`src/sv/stream_delimiter_splitter_defines.svh`:
```
// ----------------------------------------------------------------------------
// Stream delimiter splitter assertion macros
// Concurrent assertion shorthands shared by the splitter RTL.
// ----------------------------------------------------------------------------
`ifndef STREAM_DELIMITER_SPLITTER_DEFINES_SVH
`define STREAM_DELIMITER_SPLITTER_DEFINES_SVH

// same-cycle implication, disabled during reset
`define SDS_ASSERT_IMP(lbl, clk, rst, ante, cons, msg) \
  lbl: assert property (@(posedge clk) disable iff (rst) (ante) |-> (cons)) \
    else $error(msg);

// next-cycle implication, disabled during reset
`define SDS_ASSERT_NXT(lbl, clk, rst, ante, cons, msg) \
  lbl: assert property (@(posedge clk) disable iff (rst) (ante) |=> (cons)) \
    else $error(msg);

`endif

```
`src/sv/sds_pkg.sv`:
```
// ----------------------------------------------------------------------------
// Stream delimiter splitter package
// Sizes, result kind codes, register indexes and the window cell command.
// ----------------------------------------------------------------------------
package sds_pkg;

  localparam int MAX_DELIM = 16;
  localparam int BYTE_W    = 8;
  localparam int POS_W     = $clog2(MAX_DELIM);
  localparam int FILL_W    = $clog2(MAX_DELIM + 1);
  localparam int LEN_W     = 5;
  localparam int CFG_W     = 64;
  localparam int CFG_IDX_W = 2;
  localparam int DELIM_W   = MAX_DELIM * BYTE_W;

  localparam logic [CFG_IDX_W-1:0] CFG_MATCH_LEN  = 2'd0;
  localparam logic [CFG_IDX_W-1:0] CFG_WORD_LOW   = 2'd1;
  localparam logic [CFG_IDX_W-1:0] CFG_WORD_HIGH  = 2'd2;

  typedef enum logic [1:0] {
    KIND_DATA  = 2'd0,
    KIND_DELIM = 2'd1,
    KIND_END   = 2'd2
  } kind_t;

  // command broadcast to every window cell
  typedef struct packed {
    logic              shift;
    logic              load;
    logic [POS_W-1:0]  pos;
    logic [BYTE_W-1:0] data;
  } cell_op_t;

endpackage

```
`src/sv/stream_delimiter_splitter.sv`:
```
// ----------------------------------------------------------------------------
// Stream delimiter splitter
// Splits a byte stream at a configured delimiter of up to 16 bytes.
// ----------------------------------------------------------------------------
// Input channel (in_valid/in_stall): data_byte, or end_of_stream = 1 to flush.
// Output channel (out_valid/out_stall): out_byte, kind (data, delimiter found,
// end of stream) and last_of_run on the final result of each request.
// Config channel (cfg_valid/cfg_ready, always ready): match_len, then the two
// 64-bit delimiter words; write only while the block is idle.
// A request waits in the input register; its results are registered on the
// output. A data byte that completes a delimiter while the window was full
// pops the oldest byte, then gives the marker. End of stream drains every
// window byte, then gives the end marker; after a lowered match_len, extra
// bytes drain first. The window cell row steps once per cycle unless stalled.
// Reset empties the window and clears the control and config registers; the
// window bytes themselves are not cleared, no clearing pass.
// When the receiver stalls, the output register holds. Requests that only
// fill the window keep being taken; the first that needs the output waits in
// the input register and stalls the input.
// ----------------------------------------------------------------------------
`include "stream_delimiter_splitter_defines.svh"

module stream_delimiter_splitter (
  input  logic                            clk,
  input  logic                            rst,
  input  logic                            in_valid,
  output logic                            in_stall,
  input  logic [sds_pkg::BYTE_W-1:0]      data_byte,
  input  logic                            end_of_stream,
  output logic                            out_valid,
  input  logic                            out_stall,
  output logic [sds_pkg::BYTE_W-1:0]      out_byte,
  output logic [1:0]                      kind,
  output logic                            last_of_run,
  input  logic                            cfg_valid,
  output logic                            cfg_ready,
  input  logic [sds_pkg::CFG_IDX_W-1:0]   cfg_index,
  input  logic [sds_pkg::CFG_W-1:0]       cfg_data
);

  logic [sds_pkg::LEN_W-1:0]     match_len;
  logic [sds_pkg::CFG_W-1:0]     match_word_low;
  logic [sds_pkg::CFG_W-1:0]     match_word_high;

  logic                          pend_valid;
  logic [sds_pkg::BYTE_W-1:0]    pend_data;
  logic                          pend_eos;
  logic                          owe_delim;
  logic                          owe_delim_next;
  logic [sds_pkg::FILL_W-1:0]    fill;
  logic [sds_pkg::FILL_W-1:0]    fill_next;
  logic [sds_pkg::FILL_W-1:0]    fill_inc;
  logic [sds_pkg::FILL_W-1:0]    len;
  logic [sds_pkg::MAX_DELIM-1:0] active;

  sds_pkg::cell_op_t             op;
  logic [sds_pkg::BYTE_W-1:0]    oldest;
  logic                          match;

  logic                          emits;
  sds_pkg::kind_t                e_kind;
  logic [sds_pkg::BYTE_W-1:0]    e_byte;
  logic                          e_last;
  logic                          done;
  logic                          emit_ok;
  logic                          go;
  logic                          accept;

  assign cfg_ready = 1'b1;

  always_ff @(posedge clk) begin
    if (rst) begin
      match_len       <= '0;
      match_word_low  <= '0;
      match_word_high <= '0;
    end else if (cfg_valid) begin
      unique case (cfg_index)
        sds_pkg::CFG_MATCH_LEN: match_len       <= cfg_data[sds_pkg::LEN_W-1:0];
        sds_pkg::CFG_WORD_LOW:  match_word_low  <= cfg_data;
        sds_pkg::CFG_WORD_HIGH: match_word_high <= cfg_data;
        default: ;
      endcase
    end
  end

  assign len = (match_len > sds_pkg::LEN_W'(sds_pkg::MAX_DELIM)) ?
               sds_pkg::FILL_W'(sds_pkg::MAX_DELIM) : sds_pkg::FILL_W'(match_len);

  always_comb begin
    for (int i = 0; i < sds_pkg::MAX_DELIM; i++) begin
      active[i] = (sds_pkg::FILL_W'(i) < len);
    end
  end

  sds_window u_window (
    .clk    (clk),
    .en     (go),
    .op     (op),
    .delim  ({match_word_high, match_word_low}),
    .active (active),
    .oldest (oldest),
    .match  (match)
  );

  assign fill_inc = fill + sds_pkg::FILL_W'(1);

  // one window step per cycle for the request held in the input register, unless the output stalls
  always_comb begin
    op             = '0;
    op.data        = pend_data;
    emits          = 1'b0;
    e_kind         = sds_pkg::KIND_DATA;
    e_byte         = '0;
    e_last         = 1'b0;
    done           = 1'b0;
    fill_next      = fill;
    owe_delim_next = owe_delim;
    if (pend_valid) begin
      if (owe_delim) begin
        emits          = 1'b1;
        e_kind         = sds_pkg::KIND_DELIM;
        e_last         = 1'b1;
        done           = 1'b1;
        fill_next      = '0;
        owe_delim_next = 1'b0;
      end else if (pend_eos) begin
        emits = 1'b1;
        if (fill != '0) begin
          op.shift  = 1'b1;
          e_byte    = oldest;
          fill_next = fill - sds_pkg::FILL_W'(1);
        end else begin
          e_kind = sds_pkg::KIND_END;
          e_last = 1'b1;
          done   = 1'b1;
        end
      end else if (len == '0) begin
        emits = 1'b1;
        if (fill != '0) begin
          op.shift  = 1'b1;
          e_byte    = oldest;
          fill_next = fill - sds_pkg::FILL_W'(1);
        end else begin
          e_byte = pend_data;
          e_last = 1'b1;
          done   = 1'b1;
        end
      end else if (fill > len) begin
        // length was lowered: drain down to a full window first
        emits     = 1'b1;
        op.shift  = 1'b1;
        e_byte    = oldest;
        fill_next = fill - sds_pkg::FILL_W'(1);
      end else if (fill == len) begin
        // pop oldest and append in the same step
        emits    = 1'b1;
        op.shift = 1'b1;
        op.load  = 1'b1;
        op.pos   = sds_pkg::POS_W'(len - sds_pkg::FILL_W'(1));
        e_byte   = oldest;
        if (match) begin
          owe_delim_next = 1'b1;
        end else begin
          e_last = 1'b1;
          done   = 1'b1;
        end
      end else begin
        op.load   = 1'b1;
        op.pos    = fill[sds_pkg::POS_W-1:0];
        fill_next = fill_inc;
        done      = 1'b1;
        if ((fill_inc == len) && match) begin
          emits     = 1'b1;
          e_kind    = sds_pkg::KIND_DELIM;
          e_last    = 1'b1;
          fill_next = '0;
        end
      end
    end
  end

  assign emit_ok  = !out_valid || !out_stall;
  assign go       = pend_valid && (emit_ok || !emits);
  assign in_stall = pend_valid && !(go && done);
  assign accept   = in_valid && !in_stall;

  always_ff @(posedge clk) begin
    if (rst) begin
      pend_valid <= 1'b0;
      owe_delim  <= 1'b0;
      fill       <= '0;
      out_valid  <= 1'b0;
    end else begin
      if (go) begin
        fill      <= fill_next;
        owe_delim <= owe_delim_next;
      end
      if (accept) begin
        pend_valid <= 1'b1;
      end else if (go && done) begin
        pend_valid <= 1'b0;
      end
      if (go && emits) begin
        out_valid <= 1'b1;
      end else if (!out_stall) begin
        out_valid <= 1'b0;
      end
    end
  end

  always_ff @(posedge clk) begin
    if (accept) begin
      pend_data <= data_byte;
      pend_eos  <= end_of_stream;
    end
    if (go && emits) begin
      out_byte    <= e_byte;
      kind        <= e_kind;
      last_of_run <= e_last;
    end
  end

  `SDS_ASSERT_IMP(a_fill_bound, clk, rst, 1'b1, fill <= sds_pkg::FILL_W'(sds_pkg::MAX_DELIM), "window fill above limit")
  `SDS_ASSERT_IMP(a_owe_has_req, clk, rst, owe_delim, pend_valid, "delimiter owed without a request")
  `SDS_ASSERT_IMP(a_end_is_last, clk, rst, out_valid && (kind == sds_pkg::KIND_END), last_of_run, "end marker not last")
  `SDS_ASSERT_NXT(a_delim_clears, clk, rst, go && emits && (e_kind == sds_pkg::KIND_DELIM), fill == '0, "window not cleared on delimiter")

endmodule

```
`src/sv/sds_cell.sv`:
```
// ----------------------------------------------------------------------------
// Window cell
// Holds one window byte, takes its right neighbor on a shift or the new
// byte on a load, and flags whether its next value equals its delimiter byte.
// ----------------------------------------------------------------------------
module sds_cell (
  input  logic                      clk,
  input  logic                      en,
  input  sds_pkg::cell_op_t         op,
  input  logic [sds_pkg::POS_W-1:0] idx,
  input  logic [sds_pkg::BYTE_W-1:0] neighbor,
  input  logic [sds_pkg::BYTE_W-1:0] delim_byte,
  output logic [sds_pkg::BYTE_W-1:0] value,
  output logic                      hit
);

  logic [sds_pkg::BYTE_W-1:0] value_next;

  always_comb begin
    value_next = value;
    if (op.shift) begin
      value_next = neighbor;
    end
    if (op.load && (op.pos == idx)) begin
      value_next = op.data;
    end
  end

  // compare against the post-step value so a match is known in the same cycle
  assign hit = (value_next == delim_byte);

  always_ff @(posedge clk) begin
    if (en) begin
      value <= value_next;
    end
  end

endmodule

```
`src/sv/sds_window.sv`:
```
// ----------------------------------------------------------------------------
// Delimiter window
// Row of cells, index 0 oldest; reduces the per-cell hits over the active
// delimiter length into one match flag.
// ----------------------------------------------------------------------------
module sds_window (
  input  logic                          clk,
  input  logic                          en,
  input  sds_pkg::cell_op_t             op,
  input  logic [sds_pkg::DELIM_W-1:0]   delim,
  input  logic [sds_pkg::MAX_DELIM-1:0] active,
  output logic [sds_pkg::BYTE_W-1:0]    oldest,
  output logic                          match
);

  logic [sds_pkg::BYTE_W-1:0]    values [sds_pkg::MAX_DELIM];
  logic [sds_pkg::MAX_DELIM-1:0] hits;

  for (genvar i = 0; i < sds_pkg::MAX_DELIM; i++) begin : g_cell
    logic [sds_pkg::BYTE_W-1:0] neighbor;

    if (i == sds_pkg::MAX_DELIM - 1) begin : g_tail
      assign neighbor = '0;
    end else begin : g_link
      assign neighbor = values[i+1];
    end

    sds_cell u_cell (
      .clk        (clk),
      .en         (en),
      .op         (op),
      .idx        (sds_pkg::POS_W'(i)),
      .neighbor   (neighbor),
      .delim_byte (delim[i*sds_pkg::BYTE_W +: sds_pkg::BYTE_W]),
      .value      (values[i]),
      .hit        (hits[i])
    );
  end

  assign oldest = values[0];
  assign match  = &(hits | ~active);

endmodule
```
`config.mk`:
```
export PLATFORM = sky130hd
export DESIGN_NAME = stream_delimiter_splitter
export DESIGN_NICKNAME = d
export VERILOG_FILES = /design/src/sv/sds_pkg.sv /design/src/sv/stream_delimiter_splitter.sv /design/src/sv/sds_cell.sv /design/src/sv/sds_window.sv
export VERILOG_INCLUDE_DIRS = /design/src /design/src/sv
export SDC_FILE = /design/constraint.sdc
export NUM_CORES = 1
export LEC_CHECK = 0
export ABC_AREA = 1
export ABC_CLOCK_PERIOD_IN_PS = 10900
export BUFFER_PORTS_ARGS = -buffer_cell sky130_fd_sc_hd__buf_4
export CORE_ASPECT_RATIO = 0.75
export CORE_MARGIN = 2
export CORE_UTILIZATION = 30
export CTS_CLUSTER_DIAMETER = 200
export DETAILED_ROUTE_END_ITERATION = 10
export PLACE_DENSITY = 0.53
export REMOVE_ABC_BUFFERS = 1
export SYNTH_ARGS = -nofsm -noshare
export SYNTH_HDL_FRONTEND = slang
export SYNTH_HIERARCHICAL = 1
export SYNTH_SLANG_ARGS = --single-unit
export TNS_END_PERCENT = 30
```
`constraint.sdc`:
```
create_clock -name clk -period 10.9 [get_ports clk]
set_clock_uncertainty 0.2 [all_clocks]
set_input_delay 1.09 -clock clk [delete_from_list [all_inputs] [get_ports clk]]
set_output_delay 1.09 -clock clk [all_outputs]
set_load 0.03 [all_outputs]
```
==> results.ini, run 1 <==
[status]
status = finished, final reports clean

[die]
die_area_mm2 = 0.0684
start_util = 0.304
io_pins = 94
coreArea_mm2 = 0.0654
die_w_um = 301
die_h_um = 227
rows = 81

[worst_setup_path]
arrival_ns = 6.72
cp_slowest_stage_delay_ns = 0.62
crit_type = reg2out
path_max_fanout = 32
crit_top_cell = nand2_1
crit_path_top_delay_cell = dfxtp_1
worstSetupStartpointType = flip-flop
cp.required_ns = 9.61
worstSetupEndpointType = primary output

[routing]
wl_per_cell_um = 16.4
drt-pass1-iter-count = 6
drtAntennaViolNets = 0
drc = 0
routed_via_density = 4.58
first_iter_violations = 1862
vias = 18500
wirelength_mm = 66.4

[synth]
avgSynthCellArea_um2 = 6.67
yosysUniqueCellTypes = 42
ys.flop_type = edfxtp_1
ys_seq_area_frac = 0.365
synth_edf_count = 148
yosysMostFrequentCell = nand2_1
synth-seq-cells = 289
synthArstFlopShare = 0
yosysTopAreaCellShare = 0.224
synth_top_area_cell = edfxtp_1
synthTopCellsByArea = edfxtp_1 (22%), dfxtp_1 (14%), nand2_1 (14%)
synth_cells = 2983
ys_warn_count = 6
netlist_top_cells_count = nand2_1 (751), inv_1 (496), nor2_1 (427), o21ai_0 (204), nand4_1 (184)
syn-cell-area_mm2 = 0.0199

[clock_network]
cts_buffers = 35
cts.repair.resized = 0
cts.sinks = 289
post-cts-setup-buffer-count = 0
insertion_delay_ns = 0.55
cts_tree = yes
htree_levels = 2
clock_path_buffers = 3
hold_buffers = 0
clock-root-buffer = clkbuf_16
cts.clk_slew.worst_paths_ns = 0.06

[timing]
final_hold_viol_count = 0
timing.final.ws_setup_ns = 2.89
max_freq_mhz = 125
post-route-period-util = 0.734
final-setup-viol-count = 0
worst_pin_slew_ns = 1.14
rsz0062_at_grt = false
slew_headroom = 0.239
drv_slew = 0
min_period_ns = 8.01
whs_ns = 0.283

[hold_path]
hp-class = reg2reg

[placement]
place_inst = 3974
port-buffer-count = 92
pre_cts_slack_ns = 3.49
dp_hpwl_mm = 45.3
gp_congestion = 0.883

[layout]
drive_above_1_share = 0.125
syn_to_final_growth_pct = 14.3
instances_no_fill = 4038
final_util = 0.348
final_nets = 3229

[pwr]
p_per_area_mw_per_mm2 = 149
fin_total_pwr_mw = 3.38
power.leakage_nw = 10.7
ir_drop_mv = 0.0721

[grt]
grt_pass1_wl_mm = 100
grt_max_degree = 193
overflow = 0
grt.total_usage = 0.192
grt_pass1_vias = 16400
grt_antenna_before_repair = 5

[job]
maxCapViolations = 0

## critical path, delay by kind of cell, from the launching register on
kind	cells	cell delay (ns)
simple gates	27	3.71
compound gates	2	0.28
buf+inv	7	1.17
fa+ha+maj	1	0.33
flops	1	0.62
## power breakdown
part	switching [mW]	leakage (nW)	internal [mW]
logic	0.580	7.56	0.286
clock network	0.488	0.568	0.691
registers	0.0730	2.55	1.26
total	1.14	10.7	2.24
## placed cells by master (no fill, tap or decap), types with 13 or more instances in the layout
| cell | n |
|---|---|
| nand2_1 | 751 |
| inv_1 | 494 |
| nor2_1 | 423 |
| o21ai_0 | 204 |
| nand4_1 | 184 |
| nand3_1 | 179 |
| edfxtp_1 | 148 |
| dfxtp_1 | 141 |
| conb_1 | 137 |
| nand2_2 | 115 |
| buf_4 | 112 |
| clkbuf_16 | 40 |
| nor2_2 | 36 |
| mux2i_1 | 32 |
| mux2_2 | 32 |
| a21oi_1 | 17 |
| nand3b_1 | 17 |
| nand3_2 | 17 |
| nor3_1 | 13 |
## state kept, by name, summed over array words and instances, names as in the netlist, 2 cells and up
name / cells
match_word_low: 64
kind: 2
pend_data: 8
fill: 5
u_window/g_cell.u_cell/value: 128
out_byte: 8
match_len: 5
match_word_high: 64
## layer usage
layer / global-route usage / wire [um]
met4: 0.0573 / 1630
met3: 0.0306 / 4430
met2: 0.280 / 27500
met1: 0.288 / 32800
met5: 0 / 0
## through the flow
| stage | area [um2] | TNS (ns) |
|---|---|---|
| 2_1_floorplan | 19600 | -562.31 |
| 3_3_place_gp | 21600 | 0 |
| 3_5_place_dp | 21600 | 0 |
| 4_1_cts | 22700 | 0 |
| 5_1_grt | 22700 | 0 |
| 6_report | 22700 | 0 |
## cell type report
class | count | area [um2]
fillers | 7093 | 42600
multi-input cells | 2193 | 10400
flip-flops and latches | 289 | 7270
inverters | 508 | 1920
clock buffers | 53 | 1090
well taps | 871 | 1090
repair buffers | 113 | 861
clock inverters | 9 | 46.3
diodes | 2 | 5.00
## path summary, 6_finish.rpt
| path | start | to | slack, ns | depth (start not counted) |
|---|---|---|---|---|
| setup / recovery | match_len[4] | in_stall | 2.89 | 37 |
| hold / removal | out_valid | out_valid | 0.28 | 2 |
| setup reg to reg | match_len[4] | u_window/g_cell[12].u_cell/value[0] | 3.54 | 38 |
| hold reg to reg | out_valid | out_valid | 0.28 | 2 |
## logic make-up after synthesis
kind of cell,after synthesis,share of synthesized area
AND/OR/NAND/NOR,1749,0.397
buffers and inverters,635,0.136
flip-flops,289,0.365
XOR/XNOR,3,0.00132
AO/OA/AOI/OAI,231,0.0595
other,3,0.000566
adder cells (fa/ha/maj),9,0.00566
multiplexers,64,0.0342
No activity file was read; power rests on OpenSTA's default activity.
==> run 2: changes to the inputs <==
--- a/config.mk
+++ b/config.mk
@@ -6,8 +6,8 @@
 export SDC_FILE = /design/constraint.sdc
 export NUM_CORES = 1
 export LEC_CHECK = 0
-export ABC_AREA = 1
-export ABC_CLOCK_PERIOD_IN_PS = 10900
+export ABC_AREA = 0
+export ABC_CLOCK_PERIOD_IN_PS = 7900
 export BUFFER_PORTS_ARGS = -buffer_cell sky130_fd_sc_hd__buf_4
 export CORE_ASPECT_RATIO = 0.75
 export CORE_MARGIN = 2
==> constraint.sdc (replaced) <==
create_clock -name clk -period 7.9 [get_ports clk]
set_clock_uncertainty 0.2 [all_clocks]
set_input_delay 0.79 -clock clk [delete_from_list [all_inputs] [get_ports clk]]
set_output_delay 0.79 -clock clk [all_outputs]
set_load 0.03 [all_outputs]
==> run 2 against run 1 <==
Effect of this change:
- non-clock buffer count grew 25
- design area is 11% lower
- power grew 45%
- highest routed layer unchanged
==> results.ini, run 2 <==
[clock_network]
cts.clk_slew.worst_paths_ns = 0.06
clock_path_buffers = 3
cts.sinks = 289
hold_buffers = 0
clock-root-buffer = clkbuf_16
cts_buffers = 30
insertion_delay_ns = 0.58
htree_levels = 1
cts_tree = yes

[layout]
multi_input_area_mm2 = 0.00982
largest_reg_flops = 128
final_area_mm2 = 0.0202
nFillCells = 5760
syn_to_final_growth_pct = 17.2
final_nets = 1989
antenna_cells = 0
drive_above_1_share = 0.208
reg_top3 = u_window/g_cell.u_cell/value x128, match_word_high x64, match_word_low x64
regMostFlops = u_window/g_cell.u_cell/value
seq_area_mm2 = 0.00727
layout_commonest_cell = nand2_1
layout_common_cells = nand2_1 (298), xor2_1 (177), edfxtp_1 (148)
instances_no_fill = 2665
final_util = 0.354

[worst_setup_path]
path_max_fanout = 12
worstSetupStartpointType = flip-flop
rrSetupSlack_ns = 1.02
r2r_end = u_window/g_cell[13].u_cell/value[5]
crit_type = reg2out
worstRegToRegCells = 25
arrival_ns = 6.59
worstSetupEndpointType = primary output
r2r-start = match_len[1]
cp.required_ns = 6.91

[synth]
syn-cell-area_mm2 = 0.0172
ys_seq_area_frac = 0.422
yosysMostFrequentCell = nand2_1
synthArstFlopShare = 0
yosysTopAreaCellShare = 0.258
ys_warn_count = 6
ys.flop_type = edfxtp_1
yosysUniqueCellTypes = 69
netlist_top_cells_count = nand2_1 (298), xor2_1 (177), edfxtp_1 (148), dfxtp_1 (141), a21oi_1 (139)
avgSynthCellArea_um2 = 9.93
synth-seq-cells = 289
synth_cells = 1735
synthTopCellsByArea = edfxtp_1 (26%), dfxtp_1 (16%), xor2_1 (9.0%)
synth_top_area_cell = edfxtp_1
synth_edf_count = 148

[timing]
slew_headroom = 0.281
drv_slew = 0
final-setup-viol-count = 0
timing.final.ws_setup_ns = 0.315
post-route-period-util = 0.960
min_period_ns = 7.58
max_freq_mhz = 132
worst_pin_slew_ns = 1.08
whs_ns = 0.187
final_hold_viol_count = 0

[routing]
routed_via_density = 4.97
wl_per_cell_um = 19.6
drc = 0
vias = 13300
drt-pass1-iter-count = 7
first_iter_violations = 1102
wirelength_mm = 52.3
drtAntennaViolNets = 0

[placement]
pre_cts_slack_ns = 0.341
gp_congestion = 0.894
place_inst = 2605
post_dp_cell_area_mm2 = 0.0191
port-buffer-count = 92
dp_hpwl_mm = 36.6

[grt]
grt_antenna_before_repair = 0
grt_max_degree = 88
grt_pass1_wl_mm = 79.2
grt_pass1_vias = 13100
grt.total_usage = 0.174
overflow = 0

[hold_path]
hp-start = data_byte[1]
min_to = pend_data[1]
hp-class = in2reg
hold_depth = 1

[die]
io_pins = 94
rows = 76
start_util = 0.302
die_area_mm2 = 0.0594
die_w_um = 281
die_h_um = 212
coreArea_mm2 = 0.0571

[status]
status = finished, final reports clean

[pwr]
power.leakage_nw = 7.27
ir_drop_mv = 0.147
p_per_area_mw_per_mm2 = 243

[job]
maxCapViolations = 0

[run 2: changes by cell type after synthesis, moves of 38 or more]
cell and delta:
a21oi_1 +121, inv_1 -479, mux2_2 +64, mux2i_1 +45, nand2_1 -453, nand2_2 -115, nand3_1 -119, nand4_1 -184
nor2_1 -378, nor3_1 +38, o21ai_0 -199, o21ai_1 +48, xnor2_1 +66, xor2_1 +176
[run 2: metrics by stage]
step	TNS, ns	total power [mW]
4_1_cts	0	4.92
2_1_floorplan	-1721.05	3.08
5_1_grt	-0.00443	5.16
3_3_place_gp	0	3.44
6_report	0	4.91
3_5_place_dp	0	3.46
[run 2: worst max-delay path by stage]
stage / depth (start not counted) / start / slack (ns) / end
after floorplan: 21 / match_len[4] / -9.04 / owe_delim
after detailed placement: 26 / match_len[1] / 0.34 / in_stall
final: 27 / match_len[1] / 0.32 / in_stall
after global routing: 27 / match_len[1] / -0.004 / in_stall
after global placement: 26 / match_len[1] / 0.57 / in_stall
after CTS: 27 / match_len[1] / 0.04 / in_stall
[run 2: where the power goes]
| part | switching, mW | total [mW] | internal (mW) |
|---|---|---|---|
| clock network | 0.623 | 1.43 | 0.812 |
| registers | 0.146 | 1.94 | 1.80 |
| logic | 0.847 | 1.53 | 0.683 |
| total | 1.62 | 4.91 | 3.29 |
[run 2: layer usage]
layer / up-vias / wire, um / track usage / part of all wire
li1: 6401 / - / - / -
met1: 6407 / 25000 / 0.250 / 0.48
met2: 383 / 22900 / 0.272 / 0.44
met3: 63 / 3370 / 0.0301 / 0.064
met4: 0 / 1020 / 0.0374 / 0.019
met5: - / 0 / 0 / 0
[run 2: cell families (layout without fill, tap and decap cells)]
kind of cell,count (synthesis),in the layout,share of synthesized area
mux,205,205,0.135
buf+inv,92,211,0.0304
other cells,3,73,0.000654
compound gates,258,258,0.0896
flops,289,289,0.422
fa+ha+maj,9,9,0.00654
simple gates,632,632,0.189
xor+xnor,247,247,0.127
[run 2: worst max-delay path, stage by stage (launching register included)]
cell and delay [ns]:
dfxtp_2 0.41, nor2b_2 0.24, inv_1 0.12, ha_1 0.31
nor2b_1 0.19, o21bai_2 0.08, a21bo_2 0.21, and3_1 0.24
a221o_2 0.45, nor2_4 0.12, buf_12 0.16, buf_12 0.16
mux2_4 0.32, xor2_1 0.14, nor4_1 0.27, mux2i_1 0.14
nor3_1 0.17, and4_1 0.43, nand2b_1 0.16, o2111ai_1 0.14
nor4_2 0.32, buf_4 0.19, nand3b_1 0.11, a2111oi_4 0.27
or4b_4 0.24, a41oi_2 0.15, inv_1 0.09, buf_4 0.15
[run 2: area by class of cell]
type,instances,area share
clock inverters,9,0.00198
repair buffers,138,0.0563
inverters,17,0.00316
well taps,741,0.0459
clock buffers,47,0.0465
multi-input cells,1424,0.486
flip-flops and latches,289,0.360
[run 2: repair_timing]
item	4_1_cts	5_1_grt
resized for setup	1	16
setup endpoints to repair	1	1
pin swaps	1	2
buffers inserted	2	2
==> run 3: changes to the inputs <==
--- a/config.mk
+++ b/config.mk
@@ -18,6 +18,5 @@
 export REMOVE_ABC_BUFFERS = 1
 export SYNTH_ARGS = -nofsm -noshare
 export SYNTH_HDL_FRONTEND = slang
-export SYNTH_HIERARCHICAL = 1
 export SYNTH_SLANG_ARGS = --single-unit
 export TNS_END_PERCENT = 30
==> run 3 against run 2 <==
Effect of this change:
- first-iteration DRC count increased by 92%
- synthesized area shrank 2.9%
- count of clock-buffer cells in the layout unchanged
- combinational power increased by 50%
- sequential power rose by 8%
- routed wire length increased by 27%
- synthesized cell count rose by 12%
- largest power group is now combinational cells
==> results.ini, run 3 <==
[status]
status = finished, final reports clean

[die]
io_pins = 94
rows = 74
coreArea_mm2 = 0.0548
start_util = 0.305
die_area_mm2 = 0.0577
die_h_um = 208
die_w_um = 277

[worst_setup_path]
worstSetupStartpointType = flip-flop
crit_family = simple AND/OR/NAND/NOR gates
crit_buf_inv = 4
worstSetupEndpointType = primary output
path_depth = 20
worstRegToRegCells = 17
crit_chain = clkinvlp_4, nand2_1, ha_1, and4_1, a211o_2, o31ai_4, nor2_4, buf_12, buf_4, mux2i_1, a211oi_1, or4_1, nor4_2, o22ai_1, or4_4, or3_4, o31ai_1, a22oi_1, nor2_1, buf_4
cp_slowest_stage_delay_ns = 0.56
crit_top_cell = buf_4
path_max_fanout = 14
cp.required_ns = 6.91
crit_path_top_delay_cell = dfxtp_2
arrival_ns = 6.60
crit_type = reg2out

[pwr]
fin_total_pwr_mw = 5.98
switching_share = 0.405
intPower_mw = 3.56
power_frac_seq = 0.351
p_comb_frac = 0.383
power_switching_mw = 2.42
p_per_area_mw_per_mm2 = 309
power.leakage_nw = 6.76
ir_drop_mv = 0.177
pwr-share-clk = 0.266

[synth]
avgSynthCellArea_um2 = 8.60
synth.area.mux_share = 0.0522
ys_warn_count = 0
synthSimpleGateAreaFrac = 0.211
yosysTopAreaCellShare = 0.266
synth_edf_count = 148
syn-cell-area_mm2 = 0.0167
synthAdderAreaFrac = 0.00673
netlist_top_cells_count = nand2_1 (350), a21oi_1 (183), edfxtp_1 (148), dfxtp_1 (141), nor2_1 (112)
synthArstFlopShare = 0
yosysUniqueCellTypes = 95
synth-xor-area-share = 0.0178
ys_seq_area_frac = 0.435
synth_compound_area_frac = 0.222
synthTopCellsByArea = edfxtp_1 (27%), dfxtp_1 (17%), nand2_1 (7.9%)
yosysMostFrequentCell = nand2_1
ys.flop_type = edfxtp_1
synth_top_family_by_area = compound AO/OA/AOI/OAI gates
synth_top_area_cell = edfxtp_1
synth_cells = 1944
synth-seq-cells = 289

[layout]
antenna_cells = 0
layout_commonest_cell = nand2_1
syn_to_final_growth_pct = 15.9
regMostFlops = u_window.g_cell.u_cell.value
final_nets = 2076
final_area_mm2 = 0.0194
largest_reg_flops = 128
drive_above_1_share = 0.132
reg_top3 = u_window.g_cell.u_cell.value x128, match_word_high x64, match_word_low x64
nFillCells = 5676
instances_no_fill = 2734
layout_common_cells = nand2_1 (349), a21oi_1 (181), buf_4 (151)

[timing]
whs_ns = 0.224
worst_pin_slew_ns = 1.06
final_hold_viol_count = 0
final-setup-viol-count = 0
slew_headroom = 0.291
post-route-period-util = 0.961
drv_slew = 0
max_freq_mhz = 132
min_period_ns = 7.59

[clock_network]
htree_levels = 2
cts.clk_slew.worst_paths_ns = 0.06
cts_buffers = 34
cts_tree = yes
cts.sinks = 289
insertion_delay_ns = 0.54
hold_buffers = 0
clock_path_buffers = 3
clock-root-buffer = clkbuf_16

[routing]
wl_per_cell_um = 24.3
drtAntennaViolNets = 0
drc = 0
first_iter_violations = 2115
wirelength_mm = 66.5
routed_via_density = 5.88
drt-pass1-iter-count = 9
vias = 16100

[hold_path]
hp-class = in2reg
hold_depth = 1

[placement]
dp_hpwl_mm = 45.8
post_dp_cell_area_mm2 = 0.0182
place_inst = 2668
gp_congestion = 0.911
port-buffer-count = 92

[job]
maxCapViolations = 0

[grt]
grt_antenna_before_repair = 0
grt.total_usage = 0.226
overflow = 0
grt_max_degree = 83
grt_pass1_vias = 15000
grt_pass1_wl_mm = 99.3

## run 3: metal layers
| metal | wire length (um) | up-vias | track usage |
|---|---|---|---|
| li1 | - | 7308 | - |
| met1 | 30900 | 7877 | 0.337 |
| met2 | 27500 | 778 | 0.324 |
| met3 | 6460 | 115 | 0.0505 |
| met4 | 1590 | 0 | 0.0583 |
| met5 | 0 | - | 0 |
## run 3: logic make-up after synthesis
| logic type | Yosys count |
|---|---|
| buffers and inverters | 222 |
| adder cells (fa/ha/maj) | 9 |
| other | 1 |
| AO/OA/AOI/OAI | 555 |
| multiplexers | 86 |
| XOR/XNOR | 34 |
| AND/OR/NAND/NOR | 748 |
| flip-flops | 289 |
## run 3: metrics by stage
stage | util | worst slack [ns] | TNS [ns]
3_3_place_gp | 0.331 | 0.407 | 0
5_1_grt | 0.354 | -0.0132 | -0.0132
4_1_cts | 0.353 | 0.194 | 0
2_1_floorplan | - | -4.58 | -588.05
3_5_place_dp | 0.331 | 0.335 | 0
6_report | 0.354 | 0.310 | 0
## run 3: layout make-up
class / count / area (um2) / area share
clock buffer: 47 / 1030 / 0.0529
clock inverter: 14 / 80.1 / 0.00413
inverter: 72 / 274 / 0.0141
multi-input combinational: 1433 / 8610 / 0.444
sequential: 289 / 7270 / 0.375
tap: 722 / 903 / 0.0466
timing repair buffer: 157 / 1230 / 0.0633
## run 3: final timing paths
kind	start	endpoint	slack, ns
setup / recovery	match_len[4]	in_stall	0.31
hold / removal	data_byte[2]	pend_data[2]	0.22
setup reg to reg	match_len[4]	u_window.g_cell[4].u_cell.value[1]	1.22
hold reg to reg	match_word_high[31]	match_word_high[31]	0.27
## run 3: power by group through the flow
stage	clock (mW)	sequential [mW]	combinational (mW)
final	1.59	2.10	2.29
after global routing	1.69	2.11	2.46
after CTS	1.63	2.09	2.21
after detailed placement	0	2.12	2.18
after global placement	0	2.12	2.17
after floorplan	0	2.08	1.36
## run 3: repair_timing
| action | CTS | global route |
|---|---|---|
| setup buffers | 5 | 0 |
| setup endpoints to repair | 1 | 1 |
| resized for setup | 3 | 14 |
| pin swaps | 1 | 0 |
